### src/hw/rtl/kpie_pkg.sv
// Shared types, character codes and helpers for the key path index extractor.
package kpie_pkg;

  // Width of section lengths carried in commands (sections hold at most 63 bytes)
  localparam int LEN_W = 6;

  localparam logic [7:0] CHAR_NUL   = 8'h00;
  localparam logic [7:0] CHAR_SLASH = 8'h2F;
  localparam logic [7:0] CHAR_X     = 8'h58;
  localparam logic [7:0] CHAR_0     = 8'h30;
  localparam logic [7:0] CHAR_9     = 8'h39;
  localparam logic [7:0] CHAR_LC_A  = 8'h61;
  localparam logic [7:0] CHAR_LC_F  = 8'h66;

  typedef enum logic [1:0] {
    CMD_SECTION,
    CMD_FINAL,
    CMD_FAIL
  } cmd_kind_t;

  // One unit of back-end work: emit a buffered section and its closing item, or for a failure only the closing item
  typedef struct packed {
    cmd_kind_t         kind;
    logic              bank;
    logic [LEN_W-1:0]  length;
    logic [LEN_W-1:0]  prefix;
    logic              index_valid;
    logic [3:0]        index_slot;
    logic [15:0]       index_value;
  } cmd_t;

  typedef struct packed {
    logic [7:0]  pattern_char;
    logic        index_valid;
    logic [3:0]  index_slot;
    logic [15:0] index_value;
    logic        key_done;
    logic        key_ok;
    logic        last;
  } out_item_t;

  typedef enum logic [1:0] {
    BK_IDLE,
    BK_FETCH,
    BK_CHAR,
    BK_TAIL
  } back_state_t;

  // Decode a lowercase hex digit: {is_digit, value}
  function automatic logic [4:0] hex_digit(input logic [7:0] c);
    logic [4:0] res;
    res = 5'd0;
    if (c >= CHAR_0 && c <= CHAR_9) begin
      res = {1'b1, 4'(c - CHAR_0)};
    end else if (c >= CHAR_LC_A && c <= CHAR_LC_F) begin
      res = {1'b1, 4'(c - CHAR_LC_A + 8'd10)};
    end
    return res;
  endfunction

endpackage

### src/hw/rtl/kpie_in_if.sv
// Input channel: one key character per transaction.
interface kpie_in_if;
  logic       valid;
  logic       ready;
  logic [7:0] char_code;

  modport source (output valid, output char_code, input ready);
  modport sink   (input valid, input char_code, output ready);
endinterface

### src/hw/rtl/kpie_out_if.sv
// Result channel: one pattern character or status item per transaction.
interface kpie_out_if;
  logic        valid;
  logic        ready;
  logic [7:0]  pattern_char;
  logic        index_valid;
  logic [3:0]  index_slot;
  logic [15:0] index_value;
  logic        key_done;
  logic        key_ok;
  logic        last;

  modport source (output valid, output pattern_char, output index_valid,
                  output index_slot, output index_value, output key_done,
                  output key_ok, output last, input ready);
  modport sink   (input valid, input pattern_char, input index_valid,
                  input index_slot, input index_value, input key_done,
                  input key_ok, input last, output ready);
endinterface

### src/hw/rtl/key_path_index_extractor.sv
// Key path index extractor: an ordinary key character is accepted and stored in
// a two-bank section buffer; a '/' or the terminator queues a command, and the
// back end then starts from its idle state and replays the section from the buffer
// RAM, each character by a registered read followed by an output load, and then
// emits the closing '/' or key-done item. The two-entry command queue and the two
// buffer banks let one section fill while the previous one drains; the input stalls
// only when two sections are waiting to be emitted. No clearing pass is needed
// after reset.
module key_path_index_extractor import kpie_pkg::*; #(
  parameter int SECTION_MAX      = 63,
  parameter int INDEX_DIGITS_MAX = 4,
  parameter int INDICES_MAX      = 16
) (
  input  logic      clk,
  input  logic      rst_n,
  kpie_in_if.sink   in_ch,
  kpie_out_if.source out_ch
);

  localparam int IDX_W = $clog2(SECTION_MAX + 1);

  cmd_t           push_cmd, head_cmd;
  logic           push, pop, fifo_full, fifo_empty;
  logic           ram_we, ram_re;
  logic [IDX_W:0] ram_waddr, ram_raddr;
  logic [7:0]     ram_wdata, ram_rdata;
  out_item_t      out_item;

  kpie_front #(
    .SECTION_MAX      (SECTION_MAX),
    .INDEX_DIGITS_MAX (INDEX_DIGITS_MAX),
    .INDICES_MAX      (INDICES_MAX),
    .IDX_W            (IDX_W)
  ) u_front (
    .clk       (clk),
    .rst_n     (rst_n),
    .in_valid  (in_ch.valid),
    .in_char   (in_ch.char_code),
    .in_ready  (in_ch.ready),
    .push      (push),
    .push_cmd  (push_cmd),
    .fifo_full (fifo_full),
    .ram_we    (ram_we),
    .ram_waddr (ram_waddr),
    .ram_wdata (ram_wdata)
  );

  kpie_cmd_fifo u_fifo (
    .clk      (clk),
    .rst_n    (rst_n),
    .push     (push),
    .push_cmd (push_cmd),
    .full     (fifo_full),
    .pop      (pop),
    .head_cmd (head_cmd),
    .empty    (fifo_empty)
  );

  kpie_ram #(
    .WIDTH (8),
    .DEPTH (2 ** (IDX_W + 1))
  ) u_ram (
    .clk   (clk),
    .we    (ram_we),
    .waddr (ram_waddr),
    .wdata (ram_wdata),
    .re    (ram_re),
    .raddr (ram_raddr),
    .rdata (ram_rdata)
  );

  kpie_back #(
    .SECTION_MAX (SECTION_MAX),
    .IDX_W       (IDX_W)
  ) u_back (
    .clk        (clk),
    .rst_n      (rst_n),
    .head_cmd   (head_cmd),
    .fifo_empty (fifo_empty),
    .pop        (pop),
    .ram_re     (ram_re),
    .ram_raddr  (ram_raddr),
    .ram_rdata  (ram_rdata),
    .out_item   (out_item),
    .out_valid  (out_ch.valid),
    .out_ready  (out_ch.ready)
  );

  // Drive the result channel payload
  assign out_ch.pattern_char = out_item.pattern_char;
  assign out_ch.index_valid  = out_item.index_valid;
  assign out_ch.index_slot   = out_item.index_slot;
  assign out_ch.index_value  = out_item.index_value;
  assign out_ch.key_done     = out_item.key_done;
  assign out_ch.key_ok       = out_item.key_ok;
  assign out_ch.last         = out_item.last;

endmodule

### src/hw/rtl/kpie_ram.sv
// Generic single-write, single-read RAM with registered read data.
module kpie_ram #(
  parameter int WIDTH = 8,
  parameter int DEPTH = 128
) (
  input  logic                     clk,
  input  logic                     we,
  input  logic [$clog2(DEPTH)-1:0] waddr,
  input  logic [WIDTH-1:0]         wdata,
  input  logic                     re,
  input  logic [$clog2(DEPTH)-1:0] raddr,
  output logic [WIDTH-1:0]         rdata
);

  logic [WIDTH-1:0] mem_r [DEPTH];
  logic [WIDTH-1:0] rdata_r;

  // Write port
  always_ff @(posedge clk) begin
    if (we) begin
      mem_r[waddr] <= wdata;
    end
  end

  // Registered read port, holds while re is low
  always_ff @(posedge clk) begin
    if (re) begin
      rdata_r <= mem_r[raddr];
    end
  end

  assign rdata = rdata_r;

endmodule

### src/hw/rtl/kpie_cmd_fifo.sv
// Two-entry command queue between the front and back ends.
module kpie_cmd_fifo import kpie_pkg::*; (
  input  logic clk,
  input  logic rst_n,
  input  logic push,
  input  cmd_t push_cmd,
  output logic full,
  input  logic pop,
  output cmd_t head_cmd,
  output logic empty
);

  cmd_t       slot_r [2];
  logic       wr_ptr_r, wr_ptr_nxt;
  logic       rd_ptr_r, rd_ptr_nxt;
  logic [1:0] count_r, count_nxt;
  logic       do_push, do_pop;

  assign full     = (count_r == 2'd2);
  assign empty    = (count_r == 2'd0);
  assign do_push  = push && !full;
  assign do_pop   = pop && !empty;
  assign head_cmd = slot_r[rd_ptr_r];

  // Advance pointers and occupancy
  always_comb begin
    wr_ptr_nxt = do_push ? !wr_ptr_r : wr_ptr_r;
    rd_ptr_nxt = do_pop  ? !rd_ptr_r : rd_ptr_r;
    count_nxt  = count_r;
    if (do_push && !do_pop) begin
      count_nxt = count_r + 2'd1;
    end else if (do_pop && !do_push) begin
      count_nxt = count_r - 2'd1;
    end
  end

  always_ff @(posedge clk) begin
    if (!rst_n) begin
      wr_ptr_r <= 1'b0;
      rd_ptr_r <= 1'b0;
      count_r  <= 2'd0;
    end else begin
      wr_ptr_r <= wr_ptr_nxt;
      rd_ptr_r <= rd_ptr_nxt;
      count_r  <= count_nxt;
    end
  end

  // Store the entry payload
  always_ff @(posedge clk) begin
    if (do_push) begin
      slot_r[wr_ptr_r] <= push_cmd;
    end
  end

endmodule

### src/hw/rtl/kpie_front.sv
// Front end: accepts key characters, buffers sections and queues emit commands.
module kpie_front import kpie_pkg::*; #(
  parameter int SECTION_MAX      = 63,
  parameter int INDEX_DIGITS_MAX = 4,
  parameter int INDICES_MAX      = 16,
  parameter int IDX_W            = $clog2(SECTION_MAX + 1)
) (
  input  logic             clk,
  input  logic             rst_n,
  input  logic             in_valid,
  input  logic [7:0]       in_char,
  output logic             in_ready,
  output logic             push,
  output cmd_t             push_cmd,
  input  logic             fifo_full,
  output logic             ram_we,
  output logic [IDX_W:0]   ram_waddr,
  output logic [7:0]       ram_wdata
);

  localparam int RUN_W = $clog2(INDEX_DIGITS_MAX + 2);
  localparam int CNT_W = $clog2(INDICES_MAX + 1);

  logic [IDX_W-1:0] sec_len_r, sec_len_nxt;
  logic [RUN_W-1:0] run_len_r, run_len_nxt;
  logic [15:0]      run_val_r, run_val_nxt;
  logic [CNT_W-1:0] idx_cnt_r, idx_cnt_nxt;
  logic             failed_r, failed_nxt;
  logic             bank_r, bank_nxt;

  logic             accept;
  logic [4:0]       hex;
  logic             run_too_long;
  logic             has_index;
  logic             too_many;
  logic             sec_full;

  assign in_ready = !fifo_full;
  assign accept   = in_valid && in_ready;
  assign hex      = hex_digit(in_char);

  assign run_too_long = run_len_r > RUN_W'(INDEX_DIGITS_MAX);
  assign has_index    = (run_len_r != '0) && (8'(run_len_r) != 8'(sec_len_r));
  assign too_many     = idx_cnt_r >= CNT_W'(INDICES_MAX);
  assign sec_full     = sec_len_r >= IDX_W'(SECTION_MAX);

  assign ram_waddr = {bank_r, sec_len_r};
  assign ram_wdata = in_char;

  // Classify the transaction and update the per-key state
  always_comb begin
    sec_len_nxt = sec_len_r;
    run_len_nxt = run_len_r;
    run_val_nxt = run_val_r;
    idx_cnt_nxt = idx_cnt_r;
    failed_nxt  = failed_r;
    bank_nxt    = bank_r;
    push        = 1'b0;
    ram_we      = 1'b0;

    push_cmd             = '0;
    push_cmd.kind        = CMD_FAIL;
    push_cmd.bank        = bank_r;
    push_cmd.length      = LEN_W'(sec_len_r);
    push_cmd.prefix      = LEN_W'(sec_len_r);

    if (accept) begin
      priority if (failed_r) begin
        // Drop everything up to the terminator
        if (in_char == CHAR_NUL) begin
          sec_len_nxt = '0;
          run_len_nxt = '0;
          run_val_nxt = '0;
          idx_cnt_nxt = '0;
          failed_nxt  = 1'b0;
        end
      end else if (in_char == CHAR_NUL) begin
        push          = 1'b1;
        push_cmd.kind = CMD_FINAL;
        bank_nxt      = !bank_r;
        sec_len_nxt   = '0;
        run_len_nxt   = '0;
        run_val_nxt   = '0;
        idx_cnt_nxt   = '0;
      end else if (in_char == CHAR_SLASH) begin
        push        = 1'b1;
        bank_nxt    = !bank_r;
        sec_len_nxt = '0;
        run_len_nxt = '0;
        run_val_nxt = '0;
        if (run_too_long || (has_index && too_many)) begin
          push_cmd.kind = CMD_FAIL;
          failed_nxt    = 1'b1;
        end else begin
          push_cmd.kind = CMD_SECTION;
          if (has_index) begin
            push_cmd.prefix      = LEN_W'(sec_len_r) - LEN_W'(run_len_r);
            push_cmd.index_valid = 1'b1;
            push_cmd.index_slot  = 4'(idx_cnt_r);
            push_cmd.index_value = run_val_r;
            idx_cnt_nxt          = idx_cnt_r + CNT_W'(1);
          end
        end
      end else if (sec_full) begin
        // Section overflow ends the key
        push          = 1'b1;
        push_cmd.kind = CMD_FAIL;
        bank_nxt      = !bank_r;
        failed_nxt    = 1'b1;
        sec_len_nxt   = '0;
        run_len_nxt   = '0;
        run_val_nxt   = '0;
      end else begin
        // Buffer the character and track the trailing hex run
        ram_we      = 1'b1;
        sec_len_nxt = sec_len_r + IDX_W'(1);
        if (hex[4]) begin
          if (run_len_r <= RUN_W'(INDEX_DIGITS_MAX)) begin
            run_len_nxt = run_len_r + RUN_W'(1);
          end
          run_val_nxt = {run_val_r[11:0], hex[3:0]};
        end else begin
          run_len_nxt = '0;
          run_val_nxt = '0;
        end
      end
    end
  end

  always_ff @(posedge clk) begin
    if (!rst_n) begin
      sec_len_r <= '0;
      run_len_r <= '0;
      run_val_r <= '0;
      idx_cnt_r <= '0;
      failed_r  <= 1'b0;
      bank_r    <= 1'b0;
    end else begin
      sec_len_r <= sec_len_nxt;
      run_len_r <= run_len_nxt;
      run_val_r <= run_val_nxt;
      idx_cnt_r <= idx_cnt_nxt;
      failed_r  <= failed_nxt;
      bank_r    <= bank_nxt;
    end
  end

endmodule

### src/hw/rtl/kpie_back.sv
// Back end: replays a buffered section from RAM and emits its closing item.
module kpie_back import kpie_pkg::*; #(
  parameter int SECTION_MAX = 63,
  parameter int IDX_W       = $clog2(SECTION_MAX + 1)
) (
  input  logic           clk,
  input  logic           rst_n,
  input  cmd_t           head_cmd,
  input  logic           fifo_empty,
  output logic           pop,
  output logic           ram_re,
  output logic [IDX_W:0] ram_raddr,
  input  logic [7:0]     ram_rdata,
  output out_item_t      out_item,
  output logic           out_valid,
  input  logic           out_ready
);

  back_state_t      state_r, state_nxt;
  logic [LEN_W-1:0] pos_r, pos_nxt;
  logic             out_valid_r, out_valid_nxt;
  out_item_t        item_r, item_nxt;
  logic             slot_free;
  logic             last_char;

  assign slot_free = !out_valid_r || out_ready;
  assign last_char = (pos_r + LEN_W'(1)) == head_cmd.length;
  assign ram_raddr = {head_cmd.bank, pos_r[IDX_W-1:0]};

  // Next state
  always_comb begin
    state_nxt = state_r;
    unique case (state_r)
      BK_IDLE: begin
        if (!fifo_empty) begin
          if (head_cmd.kind == CMD_FAIL || head_cmd.length == '0) begin
            state_nxt = BK_TAIL;
          end else begin
            state_nxt = BK_FETCH;
          end
        end
      end
      BK_FETCH: state_nxt = BK_CHAR;
      BK_CHAR: begin
        if (slot_free) begin
          state_nxt = last_char ? BK_TAIL : BK_FETCH;
        end
      end
      BK_TAIL: begin
        if (slot_free) begin
          state_nxt = BK_IDLE;
        end
      end
      default: state_nxt = BK_IDLE;
    endcase
  end

  // Outputs: read strobe, output register load, queue pop
  always_comb begin
    ram_re        = 1'b0;
    pop           = 1'b0;
    pos_nxt       = pos_r;
    item_nxt      = item_r;
    out_valid_nxt = out_valid_r && !out_ready;
    unique case (state_r)
      BK_IDLE: pos_nxt = '0;
      BK_FETCH: ram_re = 1'b1;
      BK_CHAR: begin
        if (slot_free) begin
          item_nxt              = '0;
          item_nxt.pattern_char = (pos_r < head_cmd.prefix) ? ram_rdata : CHAR_X;
          out_valid_nxt         = 1'b1;
          pos_nxt               = pos_r + LEN_W'(1);
        end
      end
      BK_TAIL: begin
        if (slot_free) begin
          item_nxt      = '0;
          item_nxt.last = 1'b1;
          out_valid_nxt = 1'b1;
          pop           = 1'b1;
          unique case (head_cmd.kind)
            CMD_SECTION: begin
              item_nxt.pattern_char = CHAR_SLASH;
              item_nxt.index_valid  = head_cmd.index_valid;
              item_nxt.index_slot   = head_cmd.index_slot;
              item_nxt.index_value  = head_cmd.index_value;
            end
            CMD_FINAL: begin
              item_nxt.key_done = 1'b1;
              item_nxt.key_ok   = 1'b1;
            end
            default: item_nxt.key_done = 1'b1;
          endcase
        end
      end
      default: pos_nxt = '0;
    endcase
  end

  always_ff @(posedge clk) begin
    if (!rst_n) begin
      state_r     <= BK_IDLE;
      pos_r       <= '0;
      out_valid_r <= 1'b0;
    end else begin
      state_r     <= state_nxt;
      pos_r       <= pos_nxt;
      out_valid_r <= out_valid_nxt;
    end
  end

  // Output payload register
  always_ff @(posedge clk) begin
    item_r <= item_nxt;
  end

  assign out_item  = item_r;
  assign out_valid = out_valid_r;

endmodule

### src/flat_wrapper.sv
// flat-port wrapper written by rule: the top's interface ports become plain ports
module key_path_index_extractor_flat import kpie_pkg::*;
#(
  parameter int SECTION_MAX      = 63,
  parameter int INDEX_DIGITS_MAX = 4,
  parameter int INDICES_MAX      = 16
)
  (clk, rst_n, in_ch_valid, in_ch_char_code, in_ch_ready, out_ch_valid, out_ch_pattern_char, out_ch_index_valid, out_ch_index_slot, out_ch_index_value, out_ch_key_done, out_ch_key_ok, out_ch_last, out_ch_ready);
  kpie_in_if in_ch_i ();
  kpie_out_if out_ch_i ();
  input  logic clk;
  input  logic rst_n;
  input wire logic [$bits(in_ch_i.valid)-1:0] in_ch_valid;
  input wire logic [$bits(in_ch_i.char_code)-1:0] in_ch_char_code;
  output wire logic [$bits(in_ch_i.ready)-1:0] in_ch_ready;
  output wire logic [$bits(out_ch_i.valid)-1:0] out_ch_valid;
  output wire logic [$bits(out_ch_i.pattern_char)-1:0] out_ch_pattern_char;
  output wire logic [$bits(out_ch_i.index_valid)-1:0] out_ch_index_valid;
  output wire logic [$bits(out_ch_i.index_slot)-1:0] out_ch_index_slot;
  output wire logic [$bits(out_ch_i.index_value)-1:0] out_ch_index_value;
  output wire logic [$bits(out_ch_i.key_done)-1:0] out_ch_key_done;
  output wire logic [$bits(out_ch_i.key_ok)-1:0] out_ch_key_ok;
  output wire logic [$bits(out_ch_i.last)-1:0] out_ch_last;
  input wire logic [$bits(out_ch_i.ready)-1:0] out_ch_ready;
  assign in_ch_i.valid = in_ch_valid;
  assign in_ch_i.char_code = in_ch_char_code;
  assign in_ch_ready = in_ch_i.ready;
  assign out_ch_valid = out_ch_i.valid;
  assign out_ch_pattern_char = out_ch_i.pattern_char;
  assign out_ch_index_valid = out_ch_i.index_valid;
  assign out_ch_index_slot = out_ch_i.index_slot;
  assign out_ch_index_value = out_ch_i.index_value;
  assign out_ch_key_done = out_ch_i.key_done;
  assign out_ch_key_ok = out_ch_i.key_ok;
  assign out_ch_last = out_ch_i.last;
  assign out_ch_i.ready = out_ch_ready;
  key_path_index_extractor #(.SECTION_MAX(SECTION_MAX), .INDEX_DIGITS_MAX(INDEX_DIGITS_MAX), .INDICES_MAX(INDICES_MAX)) u_core (.clk(clk), .rst_n(rst_n), .in_ch(in_ch_i), .out_ch(out_ch_i));
endmodule
### config.mk
export PLATFORM = sky130hd
export DESIGN_NAME = key_path_index_extractor_flat
export DESIGN_NICKNAME = d
export VERILOG_FILES = /design/src/hw/rtl/kpie_pkg.sv /design/src/hw/rtl/kpie_in_if.sv /design/src/hw/rtl/kpie_out_if.sv /design/src/hw/rtl/key_path_index_extractor.sv /design/src/hw/rtl/kpie_ram.sv /design/src/hw/rtl/kpie_cmd_fifo.sv /design/src/hw/rtl/kpie_front.sv /design/src/hw/rtl/kpie_back.sv /design/src/flat_wrapper.sv
export SDC_FILE = /design/constraint.sdc
export NUM_CORES = 1
export LEC_CHECK = 0
export BUFFER_PORTS_ARGS = -buffer_cell sky130_fd_sc_hd__buf_2
export CORE_MARGIN = 3
export CORE_UTILIZATION = 52
export DETAILED_ROUTE_END_ITERATION = 8
export PLACE_DENSITY = 0.73
export SLEW_MARGIN = 15
export SYNTH_ARGS = -nofsm -noshare
export SYNTH_HDL_FRONTEND = slang
export SYNTH_SLANG_ARGS = --single-unit
### constraint.sdc
create_clock -name clk -period 15.4 [get_ports clk]
set_input_delay 2.31 -clock clk [delete_from_list [all_inputs] [get_ports clk]]
set_output_delay 2.31 -clock clk [all_outputs]
set_load 0.02 [all_outputs]
### After elaboration in Yosys (flattened, before gate mapping)

Memory sizes are Yosys's and may differ from the RTL's. A register that Yosys moved wholly into a read port is not among the register bits.
Index checks and enable logic that the tools add are counted.

* $add $sub $neg: 10
* $lt $le $gt $ge: 9
* equal/unequal tests: 15
* muxes and demuxes: 83
* bitwise logic cells: 1
* reductions and logical operators: 42

Operators with widths (number)
* $mux 27: 7
* $mux 16: 6
* $mux 32: 2
* $pmux 32 s2: 1
* $mux 5: 8
* $mux 6: 6
* $mux 1: 31
* $mux 2: 12
* $mux 3: 7
* $add 6x1->6 const B: 2
* $pmux 6 s2: 1
* $reduce_and 3->1: 4
* $logic_and 1x1->1: 10
* $reduce_bool 2->1: 5
* $logic_not 1->1: 9
* $eq 2x2->1 const B: 4
* $eq 8x6->1 const B: 1
* $ge 8x6->1 const B: 1
* $ge 8x7->1 const B: 1
* $le 8x6->1 const B: 1
* $le 8x7->1 const B: 1
* $logic_not 8->1: 1
* $mux 8: 1
* $ne 2x2->1 const B: 4
* other kinds (26): 34

* register bits after elaboration: 77
* bits in writable memories: 1096
* bits of input ports: 12
* output and inout port bits: 34
* word-level logic and storage cells: 181
* memories: 2

Memory list
* u_core.u_ram.mem_r: depth 128, bits a word 8, read ports 1, clocked after memory_dff 1, write ports 1, line kpie_ram.sv:15 `logic [WIDTH-1:0] mem_r [DEPTH];`
* u_core.u_fifo.slot_r: depth 2, bits a word 36, read ports 1, clocked after memory_dff 1, write ports 1, line kpie_cmd_fifo.sv:13 `cmd_t slot_r [2];`

### Logic depth before layout (Yosys ltp)

* word-level depth: 11
* gate-level depth with buffers: 12
* gate-level depth less buffers: 10

### Modules after synthesis

A second synthesis with hierarchy kept.

* cells, all modules: 2196
* area total of the unflattened synthesis: 46747.3 µm²

By module, submodules not included
* kpie_ram: instances 1, cells each 1635, area an instance 39745.6 µm², seq. area each 30989.7 µm²
* kpie_cmd_fifo: instances 1, cells each 137, area an instance 2829.0 µm², seq. area each 2262.2 µm²
* kpie_front: instances 1, cells each 256, area an instance 2173.3 µm², seq. area each 640.6 µm²
* kpie_back: instances 1, cells each 168, area an instance 1999.4 µm², seq. area each 1141.1 µm²

### Worst setup path before layout

OpenSTA, ideal clock, no wires.

* kind: input to register
* start point: input in_ch_char_code[7]
* end point: memory u_core.u_fifo.slot_r[0][0] in the netlist's numbering (enable)
* library setup time: 0.522 ns
* arrival time: 6.571 ns
* required time: 14.878 ns
* path slack: 8.307 ns
* cell stages on the path: 4
* path buffers: 0
* cells stage by stage: or3b_1 o22ai_1 nor2_1 nor4_1

* cells in the longest elaborated chain, start to end: 8
* elaborated cells on any way between the ends: 9
* classes of those cells: 1 x eq/ne; 6 x mux; 2 x reduce/logical

Ends and longest elaborated chain
* from (decl): line flat_wrapper.sv:14 `input wire logic [$bits(in_ch_i.char_code)-1:0] in_ch_char_code;`
* $eq 8x6->1: line kpie_front.sv:85 `end else if (in_char == CHAR_SLASH) begin`
* $mux 1: line kpie_front.sv:85
* $mux 1 (*): line kpie_front.sv:77 `end else if (in_char == CHAR_NUL) begin`
* $mux 1 (*): line kpie_front.sv:68 `priority if (failed_r) begin`
* $mux 1 (*): line kpie_front.sv:67 `if (accept) begin`
* $logic_and 1x1->1 (*): line kpie_cmd_fifo.sv:21 `assign do_push = push && !full;`
* $mux 1 (*): line kpie_cmd_fifo.sv:51 `if (do_push) begin`
* $mux 1 (not written as such) (*): line kpie_cmd_fifo.sv:52 `slot_r[wr_ptr_r] <= push_cmd;`
* to (decl): line kpie_cmd_fifo.sv:13

Every way passes the cells marked *; elsewhere a longest branch is shown, timed or not.

### Worst setup path after layout

* start point: input in_ch_char_code[0]
* end point: memory u_core.u_ram.mem_r[83][7] (enable)

* cells in the longest elaborated chain, start to end: 7
* elaborated cells on any way between the ends: 8
* classes of those cells: 1 x eq/ne; 6 x mux; 1 x reduce/logical

Ends and longest elaborated chain
* $eq 8x6->1: line kpie_front.sv:85
* $mux 1: line kpie_front.sv:85
* $mux 1 (*): line kpie_front.sv:77
* $mux 1 (*): line kpie_front.sv:68
* $mux 1 (*): line kpie_front.sv:67
* $mux 1 (*): line kpie_ram.sv:20 `if (we) begin`
* $mux 1 (not written as such) (*): line kpie_ram.sv:21 `mem_r[waddr] <= wdata;`
* to (decl): line kpie_ram.sv:15

Marks and branches as above.

==> flow_summary.ini <==
[clock_network]
cts_tree = yes
cts_resized = 0
cts_max_level = 3
cts_made_buffers = 111
root_buffer = clkbuf_16
cts_setup_buffers = 0
cts.sinks = 1182
clk_pin_slew_ns = 0.06
clkLatencyLatePin_ns = 0.68
clockBufferDepth = 3
hold_buffers = 0

[routing]
drc_errors = 0
drt-wirelength-per-cell_um = 28.45
ant_nets = 0
drt-pass1-iter-count = 8
viasPerCell = 6.317
routed_wl_mm = 110.1
drt_iter0_markers = 3264
vias = 24430

[worst_setup_path]
path_cells = buf_4 -> buf_4 -> ha_1 -> nand4b_1 -> o22ai_1 -> or3_1 -> nor3_4 -> nand3_2 -> nor2_1
slowest_delay_ns = 0.98
crit_top_cell = buf_4
cp-end-kind = flop
crit_arrival_ns = 6.16
required_ns = 15.71
timing.critical_path.slowest_stage_cell = nor2_1
start_kind = input port
crit_fanout = 47
crit_type = in -> reg

[finish]
nets = 2638
final-seq-area_um2 = 35050
area_growth_pct = 10.39
drive_gt1_share_pct = 19.59
nFillCells = 6211
multi_input_area_um2 = 11350
design_area_um2 = 52190

[global_routing]
grt_overflow_total = 0
grt_pass1_vias = 23940
met2_usage_pct = 36.32
grt_pass1_wl_mm = 162.5
antenna_found_initial = 3
grt_util_all_layers_pct = 23.53
grt_max_degree = 121
grt_use_met3_pct = 6.031
use_met1_pct = 33.13
grt_busiest_layer = met2

[synthesis]
synth_seq_area_share_pct = 74.10
synth_edf_count = 1136
synth_area_leaders = edfxtp_1 (72%), mux4_2 (11%), dfxtp_1 (1.9%), nand2b_1 (1.8%), nor2_1 (1.4%)
avgSynthCellArea_um2 = 18.53
netlist.area_leader.share_pct = 72.16
yosysWarnings = 0
syn_nets = 2582
yosys.area.top_type = edfxtp_1
netlist-cell-type-count = 66
yosysMostFrequentCell = edfxtp_1
netlist_instances = 2551
yosys-top-cells-count = edfxtp_1 (1136), mux4_2 (241), nor2_1 (178)
ys_ff_latch = 1182
syn_area_um2 = 47280
synthFlopType = edfxtp_1
synthArstFlopShare_pct = 0

[sta]
tightest_slew_ns = 1.115
tns_ns = 0
rsz0062_at_grt = false
relSlewSlack_pct = 25.61
setup_ws_ns = 9.544
holdWs_ns = 0.4661
setup-violations-final = 0
fin_crit_sh_pct = 38.03
fmax_mhz = 170.8
drv_slew = 0
post-route-min-period_ns = 5.856
skew_ns = 0.01748
hold_violations = 0

[run]
drv_cap = 0

[power]
clkPwrFrac_pct = 43.2
p_int_mw = 5.127
p_seq_share_pct = 55.0
power_density_nw_per_um2 = 122.8
p_comb_share_pct = 1.8
p_switching_mw = 1.282
netSwitchingFraction_pct = 20.00
irDropWorstVdd_mv = 0.09284
power_mw = 6.408
power.leakage_nw = 16.02

[floorplanning]
fp-row-count = 109
core_region_area_um2 = 89330
die_y_um = 307.5
ioPinCount = 46
dieArea_um2 = 94570
die_w_um = 307.5
initial_core_util_pct = 52.92

[placed_design]
io_buffers = 45
gp_congestion = 0.8920
dpl_cell_area_um2 = 48460
dp_slack_ns = 8.893
dp_hpwl_mm = 65.76

[worst_hold_path]
hold_class = reg -> reg

[run_status]
status = complete, no violations
[critical path, delay by kind of cell]
family	cells	cell delay (ns)
buf+inv	2	0.46
compound gates	1	0.12
simple gates	5	2.81
fa+ha+maj	1	0.35
[power by group through the flow]
stage | registers [mW] | clock network [mW] | logic (mW)
after floorplan | 3.59 | 0 | 0.0354
after global placement | 3.59 | 0 | 0.115
after detailed placement | 3.59 | 0 | 0.116
after CTS | 3.53 | 2.80 | 0.116
after global routing | 3.52 | 2.94 | 0.123
final | 3.53 | 2.77 | 0.116
[area by class of cell]
class | count | area share, %
sequential | 1182 | 67.16
multi-input combinational | 1214 | 21.75
inverter | 14 | 0.1007
clock buffer | 135 | 5.615
antenna | 2 | 0.009590
clock inverter | 72 | 1.522
tap | 1165 | 2.793
timing repair buffer | 84 | 1.055
[final timing paths]
| path | slack, ns | cells past startpoint | startpoint | to |
|---|---|---|---|---|
| setup / recovery | 9.54 | 9 | in_ch_char_code[0] | u_core.u_ram.mem_r[83][7] |
| hold / removal | 0.47 | 2 | u_core.u_front.run_val_r[15] | u_core.u_front.run_val_r[15] |
| setup reg to reg | 10.48 | 8 | u_core.u_back.pos_r[0] | u_core.u_ram.rdata[2] |
| hold reg to reg | 0.47 | 2 | u_core.u_front.run_val_r[15] | u_core.u_front.run_val_r[15] |
[layer usage]
metal	part of all wire (%)	vias up
met2	47	1512
li1	-	10180
met5	0.030	-
met3	11	208
met1	39	12520
met4	3.0	6
[per-stage QoR]
| stage | util (%) | instances |
|---|---|---|
| 2_1_floorplan | - | 2551 |
| 3_3_place_gp | 54.24 | 3659 |
| 3_5_place_dp | 54.24 | 3659 |
| 4_1_cts | 58.41 | 3866 |
| 5_1_grt | 58.41 | 3866 |
| 6_report | 58.42 | 3868 |
[sequential cells by signal, indices dropped and copies added, names as in the netlist, named ones only]
| register | flops |
|---|---|
| u_core.u_front.idx_cnt_r | 5 |
| u_core.u_back.state_r | 2 |
| u_core.u_front.failed_r | 1 |
| u_core.u_ram.mem_r | 1024 |
| u_core.u_back.out_item | 32 |
| u_core.u_front.bank_r | 1 |
| u_core.u_fifo.count_r | 2 |
| u_core.u_fifo.slot_r | 72 |
| u_core.u_back.out_valid | 1 |
| u_core.u_front.sec_len_r | 6 |
| u_core.u_fifo.rd_ptr_r | 1 |
| u_core.u_front.run_len_r | 3 |
| u_core.u_fifo.wr_ptr_r | 1 |
| u_core.u_back.pos_r | 6 |
| u_core.u_ram.rdata | 8 |
| u_core.u_front.run_val_r | 16 |
[kinds of logic after synthesis]
group / after synthesis / share of synthesized area, %
xor gates and xnor gates: 24 / 0.4446
adders and majority gates: 19 / 0.5187
and+or+nand+nor: 737 / 7.855
AOI/OAI and AO/OA: 141 / 2.025
buffers and inverters: 155 / 1.953
DFF: 1182 / 74.10
muxes: 293 / 13.10
[cells in the final DEF, fill, tap and decap left out, types with 7 or more instances in the layout]
cell        count
edfxtp_1     1136
dfxtp_1        42
a22o_1         10
mux4_1         15
a21oi_1        10
ha_1           18
o21ai_0        15
nor2_1        177
clkinv_1       17
nand2_1       168
clkbuf_16     113
xor2_1         10
clkinv_2       15
inv_1          14
mux4_2        241
and2_1         32
and3_1         36
buf_4          46
nand4_1         7
bufinv_16      13
clkbuf_1       20
nand2b_1      136
a21boi_0       18
mux2i_1        36
a22oi_1         9
nor2b_1        24
a31oi_1        51
clkinvlp_4     14
nor3_1          8
nand3_1       104
xnor2_1        14
buf_2          37
(Power assumes the default switching activity.)
